`config.mk`:
```
export PLATFORM = sky130hd
export DESIGN_NAME = tcw_addr
export DESIGN_NICKNAME = d
export VERILOG_FILES = /design/src/sv/tcw_pkg.sv /design/src/sv/tcw_addr.sv
export SDC_FILE = /design/constraint.sdc
export NUM_CORES = 1
export LEC_CHECK = 0
export ABC_AREA = 1
export BUFFER_PORTS_ARGS = -buffer_cell sky130_fd_sc_hd__buf_2
export CAP_MARGIN = 20
export CORE_AREA = 2 2 39 41
export DETAILED_ROUTE_END_ITERATION = 8
export DIE_AREA = 0 0 41 43
export GPL_ROUTABILITY_DRIVEN = 1
export SETUP_SLACK_MARGIN = 0.15
export SLEW_MARGIN = 20
export SYNTH_ARGS = -nofsm -noshare
export SYNTH_HDL_FRONTEND = slang
export SYNTH_SLANG_ARGS = --single-unit
```
`constraint.sdc`:
```
create_clock -name vclk -period 1.9
set_input_delay 0.19 -clock vclk [all_inputs]
set_output_delay 0.19 -clock vclk [all_outputs]
set_load 0.005 [all_outputs]
```
`src/sv/tcw_pkg.sv`:
```
`default_nettype none
// ----------------------------------------------------------------------------
// Text console writer package
// Screen geometry, character codes, command codes and display memory port
// types shared by the console writer modules.
// ----------------------------------------------------------------------------
package tcw_pkg;

	localparam int COLUMNS       = 80;
	localparam int ROWS          = 25;
	localparam int CELL_COUNT    = ROWS * COLUMNS;
	localparam int LAST_ROW_BASE = (ROWS - 1) * COLUMNS;
	localparam int ADDR_W        = $clog2(CELL_COUNT);
	localparam int ROW_W         = $clog2(ROWS);
	localparam int COL_W         = $clog2(COLUMNS);
	localparam int CELL_W        = 16;
	localparam int CURSOR_W      = 11;

	localparam logic [7:0]        CH_NEWLINE  = 8'h0A;
	localparam logic [7:0]        CH_RETURN   = 8'h0D;
	localparam logic [7:0]        CH_SPACE    = 8'h20;
	localparam logic [7:0]        COLOR_RESET = 8'h07;
	localparam logic [CELL_W-1:0] RESET_CELL  = 16'h0720;

	typedef enum logic [1:0] {
		CMD_PUT  = 2'd0,
		CMD_SET  = 2'd1,
		CMD_READ = 2'd2,
		CMD_NOP  = 2'd3
	} cmd_t;

	typedef struct packed {
		logic              en;
		logic [ADDR_W-1:0] addr;
		logic [CELL_W-1:0] data;
	} ram_wr_t;

	typedef struct packed {
		logic              en;
		logic [ADDR_W-1:0] addr;
	} ram_rd_t;

endpackage
`default_nettype wire

```
`src/sv/tcw_addr.sv`:
```
`default_nettype none
// ----------------------------------------------------------------------------
// Cell address unit
// Shared row/column to linear cell index: row * COLUMNS + column.
// ----------------------------------------------------------------------------
module tcw_addr (
	input  wire logic [tcw_pkg::ROW_W-1:0]  row,
	input  wire logic [tcw_pkg::COL_W-1:0]  col,
	output logic [tcw_pkg::ADDR_W-1:0]      lin
);

	localparam int AW = tcw_pkg::ADDR_W;

	assign lin = AW'(int'(row) * tcw_pkg::COLUMNS) + AW'(col);

endmodule
`default_nettype wire

```
**Word-level counts from Yosys, hierarchy flattened**

Index checks and enable logic that the tools add are counted.

- Input port bits: 12
- Word-level logic and storage cells: 2
- Output and inout bits: 11
- Register bits after elaboration: 0

- $mul: 1
- Add/sub/neg operators: 1

Operator list:

| operator | number |
|---|---|
| $add A11 B7 Y11 | 1 |
| $mul A5 B3 Y7 const B | 1 |

**Longest topological paths before layout**

Gate-level depths: netlist of the first run.

- Depth in word-level cells: 2
- Mapped depth: 9

**Least setup slack after synthesis of the first run**

OpenSTA, ideal clock, no wires.

- Path type: input -> output
- Start point: input port row[1] (netlist name)
- End point: output port lin[10] (netlist name)
- Path slack: 0.103 ns
- Arrival: 1.607 ns
- Stages on the path: 9
- Path buffers: 0
- Cell sequence: ha_1 > ha_1 > fa_1 > nand2_1 > inv_1 > nand3_1 > nor2_1 > nand3_1 > nand2_1

- Longest elaborated chain between the ends: 2

Ends and longest elaborated chain:

| element | RTL line | source |
|---|---|---|
| start, declared | tcw_addr.sv:7 | `input wire logic [tcw_pkg::ROW_W-1:0] row,` |
| $mul A5 B3 Y7 | tcw_addr.sv:14 | `assign lin = AW'(int'(row) * tcw_pkg::COLUMNS) + AW'(col);` |
| $add A11 B7 Y11 | tcw_addr.sv:14 |  |
| end, declared | tcw_addr.sv:9 | `output logic [tcw_pkg::ADDR_W-1:0] lin` |

Every way passes these cells.

**Final worst setup path of the first run**

- Start point: input port row[3] (netlist name)
- End point: output port lin[10] (netlist name)

The elaborated chain is that of the path after synthesis.

==> results of run 1 <==
[cell usage after synthesis]
master,n
xnor2_1,1
nand2_1,17
nand3_1,9
nand3_2,1
buf_4,4
nand4_1,1
nor2_1,1
a21oi_1,1
ha_1,9
xor2_1,2
fa_1,2
inv_1,7
[metal layers]
layer,vias to the layer above,GRT usage (%),wire length (um)
met5,-,0,0
met4,0,2.00,14
met3,2,0.524,53
met2,15,23.1,499
met1,179,16.7,367
li1,216,-,-
[where the power goes]
group          total (mW)  switching (mW)  internal [mW]
clock network           0               0              0
logic               0.218           0.102          0.116
registers               0               0              0
total               0.218           0.102          0.116
[logic make-up after synthesis]
group,after synthesis,synth area share [%]
and+or+nand+nor,29,34.9
adders and majority gates,11,41.4
buffers and inverters,11,15.3
xor gates and xnor gates,3,7.12
AOI/OAI and AO/OA,1,1.35
[path summary, 6_finish.rpt]
check	from	to	slack, ps	depth (start not counted)
worst min-delay path	col[0]	lin[0]	380	0
worst max-delay path	row[3]	lin[10]	-1	11
[area by class of cell]
| class | count | area [sq um] | share of cell area (%) |
|---|---|---|---|
| Tap cell | 16 | 20.0 | 3.46 |
| Timing Repair Buffer | 23 | 155 | 26.8 |
| Inverter | 7 | 26.3 | 4.54 |
| Multi-Input combinational cell | 44 | 378 | 65.2 |
[critical path, stage by stage]
cell and delay [ps]:
buf_8 100, ha_4 240, ha_4 160, fa_2 540
nand2_2 60, inv_2 70, nand3_2 50, nor2_1 80
nand3_1 70, nand2_1 50, buf_2 100
[through the flow]
| step | util (%) | setup TNS (ps) | area, sq um | power [mW] | hold WS (ps) |
|---|---|---|---|---|---|
| global placement | 36.3 | -85.0 | 502 | 0.180 | 380 |
| detailed placement | 36.3 | -97.5 | 502 | 0.182 | 380 |
| finish | 41.9 | -1.04 | 579 | 0.218 | 380 |
| floorplan | - | 0 | 384 | 0.108 | 461 |
| CTS | 40.1 | 0 | 556 | 0.207 | 380 |
| global route | 41.9 | -166 | 579 | 0.247 | 380 |
[what timing repair did]
item | in CTS | in global routing
setup endpoints to repair | 3 | 4
buffers inserted | 0 | 1
gates resized for setup | 9 | 5
hold buffers | 0 | 0
pin swaps | 11 | 0
==> impl_metrics.toml, run 1 <==
[cells_and_area]
n_fill_cell = 150
layout_commonest_cell = "nand2_1"
design.seq.count = 0
final_cell_mix = "15 x nand2_1, 13 x buf_2, 7 x nand3_1, 7 x buf_4, 6 x inv_1"
seq_area_sq_um = 0
finalNonFillerCells = 90
clkbuf_count = 0
num_antenna_cells = 0
synthToLayoutAreaGrowth_pct = 56.9
final_layout_size_suffix_gt1_share_pct = 47.3
nets = 99

[setup_path]
startpoint_type = "input port"
path_class = "in -> out"
cp_max_fo = 3
required_ps = 1710
arrival_ps = 1710
critPathCaptureType = "output pin"

[synthesis]
syn-instance-count = 55
syn_avg_cell_area_sq_um = 6.71
yosysWarnings = 0
syn_nets = 78
synth_area_leaders = "ha_1 31%, nand2_1 17%, nand3_1 12%"
syn_area_sq_um = 369
synth_top_area_share_pct = 30.5
ys_seq_area_share_pct = 0
yosys.area.top_type = "ha_1"
ys_types = 12

[drt]
drc = 0
drt-total-wl_um = 934
first_iter_violations = 4
dr.pass1.iters = 3
final_antenna_net_count = 0
avgRoutedWirePerCell_um = 10.4
viasPerCell = 4.58
vias = 412

[grt]
grt_pass1_vias = 394
grt_first_pass_wirelength_mm = 1.62
track_usage_pct = 13.0
grt_max_degree = 7
antenna_found_initial = 0
grt_overflow = 0

[timing]
max_slew_margin_pct = 87.7
finalSetupViolations = 1
tightestPinTransition_ps = 185
finalHoldViolCount = 0
grt_setup_unrepaired = "true"
timing.final.ws_setup_ps = -1.04
final.period_utilization_pct = 100
max_freq_ghz = 0.526
min_period_ps = 1900
finalMaxSlewViolations = 0

[placement]
dp_slack_ps = -72.5
dp_cells = 89
dp_hpwl_um = 749
place_congestion = 0.695
io_buffer_count = 15

[floorplanning]
initial_core_util_pct = 26.7
coreArea_sq_mm = 0.00138
row_count = 14
io_pins = 23
fp.dieH_um = 43
fp.dieArea_sq_mm = 0.00176
fp.dieW_um = 41

[run_status]
violations = "negative setup slack"
outcome = "finished, violations left"

[min_path]
hold_class = "in -> out"

[pwr]
p_leak_nw = 0.314
peakVddDrop_mv = 0.184
p_per_area_mw_per_mm2 = 376

[job]
cap_viol_max_count = 0
Power figures use the tool's default switching activity.
==> run 2: changes to the inputs <==
- clock period: 1.9 -> 2.3 ns (I/O delays scaled with it)
==> run 2 against run 1 <==
Compared with the run above:
- final area decreased by 19%
- highest routed layer is now met3
- routed wire length shrank 23%
- the flow now finishes without violations
- sequential share of layout area unchanged
==> impl_metrics.toml, run 2 (synthesis results as in run 1) <==
[run_status]
outcome = "finished, final reports clean"

[drt]
dr.pass1.iters = 4
drt-total-wl_um = 723
vias = 371
viasPerCell = 4.47
avgRoutedWirePerCell_um = 8.71
final_antenna_net_count = 0
drc = 0
first_iter_violations = 1

[floorplanning]
initial_core_util_pct = 26.7
fp.dieW_um = 41
fp.dieH_um = 43
coreArea_sq_mm = 0.00138
io_pins = 23
fp.dieArea_sq_mm = 0.00176
row_count = 14

[cells_and_area]
clkbuf_count = 0
seq_area_sq_um = 0
final_layout_size_suffix_gt1_share_pct = 31.3
fin_area_sq_um = 469
synthToLayoutAreaGrowth_pct = 27.1
finalNonFillerCells = 83
nets = 92
final_cell_mix = "17 x nand2_1, 15 x buf_2, 9 x nand3_1, 7 x ha_1, 6 x inv_1"
postLayoutCoreUtil_pct = 33.9
num_antenna_cells = 0
layout_commonest_cell = "nand2_1"
design.seq.count = 0

[setup_path]
startpoint_type = "input port"
arrival_ps = 1810
path_class = "in -> out"
critPathCaptureType = "output pin"
required_ps = 2070
cp_max_fo = 4

[timing]
grt_setup_unrepaired = "false"
setup-tns-final_ps = 0
finalHoldViolCount = 0
min_period_ps = 2040
max_slew_margin_pct = 88.1
final.period_utilization_pct = 88.6
timing.final.ws_setup_ps = 261
tightestPinTransition_ps = 179
max_freq_ghz = 0.490
finalMaxSlewViolations = 0
hold_slack_ps = 460
finalSetupViolations = 0

[min_path]
min_from = "col[1]"
whs_path_depth = 0
hold_end = "lin[1]"
hold_class = "in -> out"

[job]
cap_viol_max_count = 0

[pwr]
p_leak_nw = 0.262
p_per_area_mw_per_mm2 = 297
p_total_mw = 0.139
peakVddDrop_mv = 0.141

[placement]
placed_area_sq_um = 434
dp_hpwl_um = 667
dp_cells = 82
io_buffer_count = 15
dp_slack_ps = 103
place_congestion = 0.781

[grt]
grt_max_degree = 7
grt_overflow = 0
antenna_found_initial = 0
grt_pass1_vias = 320
track_usage_pct = 8.93
grt_first_pass_wirelength_mm = 1.19

[cts]
holdBufCountCts = 0
run 2: area by class of cell:
class | instances | area (sq um)
Fill cell | 161 | 915
Multi-Input combinational cell | 44 | 340
Timing Repair Buffer | 16 | 82.6
Inverter | 7 | 26.3
Tap cell | 16 | 20.0
run 2: worst max-delay path by stage:
stage          endpoint  slack, ps  startpoint
2_1_floorplan   lin[10]        420      row[1]
3_3_place_gp    lin[10]        130      row[1]
3_5_place_dp    lin[10]        100      row[1]
4_1_cts         lin[10]        170      row[1]
5_1_grt         lin[10]        180      row[1]
6_report        lin[10]        260      row[1]
run 2: what timing repair did:
item                                    CTS  global route
pin swaps                                 1             1
buffers inserted                          1             0
gates resized for setup                   2             3
endpoints found under the setup margin    1             1
gates cloned                              0             0
run 2: power breakdown:
| group | total, mW | internal (mW) | switching, mW | leakage, nW |
|---|---|---|---|---|
| clock | 0 | 0 | 0 | 0 |
| sequential | 0 | 0 | 0 | 0 |
| combinational | 0.139 | 0.0683 | 0.0711 | 0.262 |
| total | 0.139 | 0.0683 | 0.0711 | 0.262 |
run 2: critical path, stage by stage:
cell	delay (ps)
buf_2	140
ha_4	250
ha_4	160
fa_2	530
nand2_1	60
inv_2	70
nand3_1	70
nor2_1	80
nand3_1	70
nand2_1	50
buf_2	100
run 2: per-layer routing:
layer  track usage [%]  share of wire (%)  vias up
met5                 0                  0        -
met2              15.3                 46       12
met4                 0                  0        0
li1                  -                  -      203
met3              1.05                8.4        0
met1              12.2                 45      156
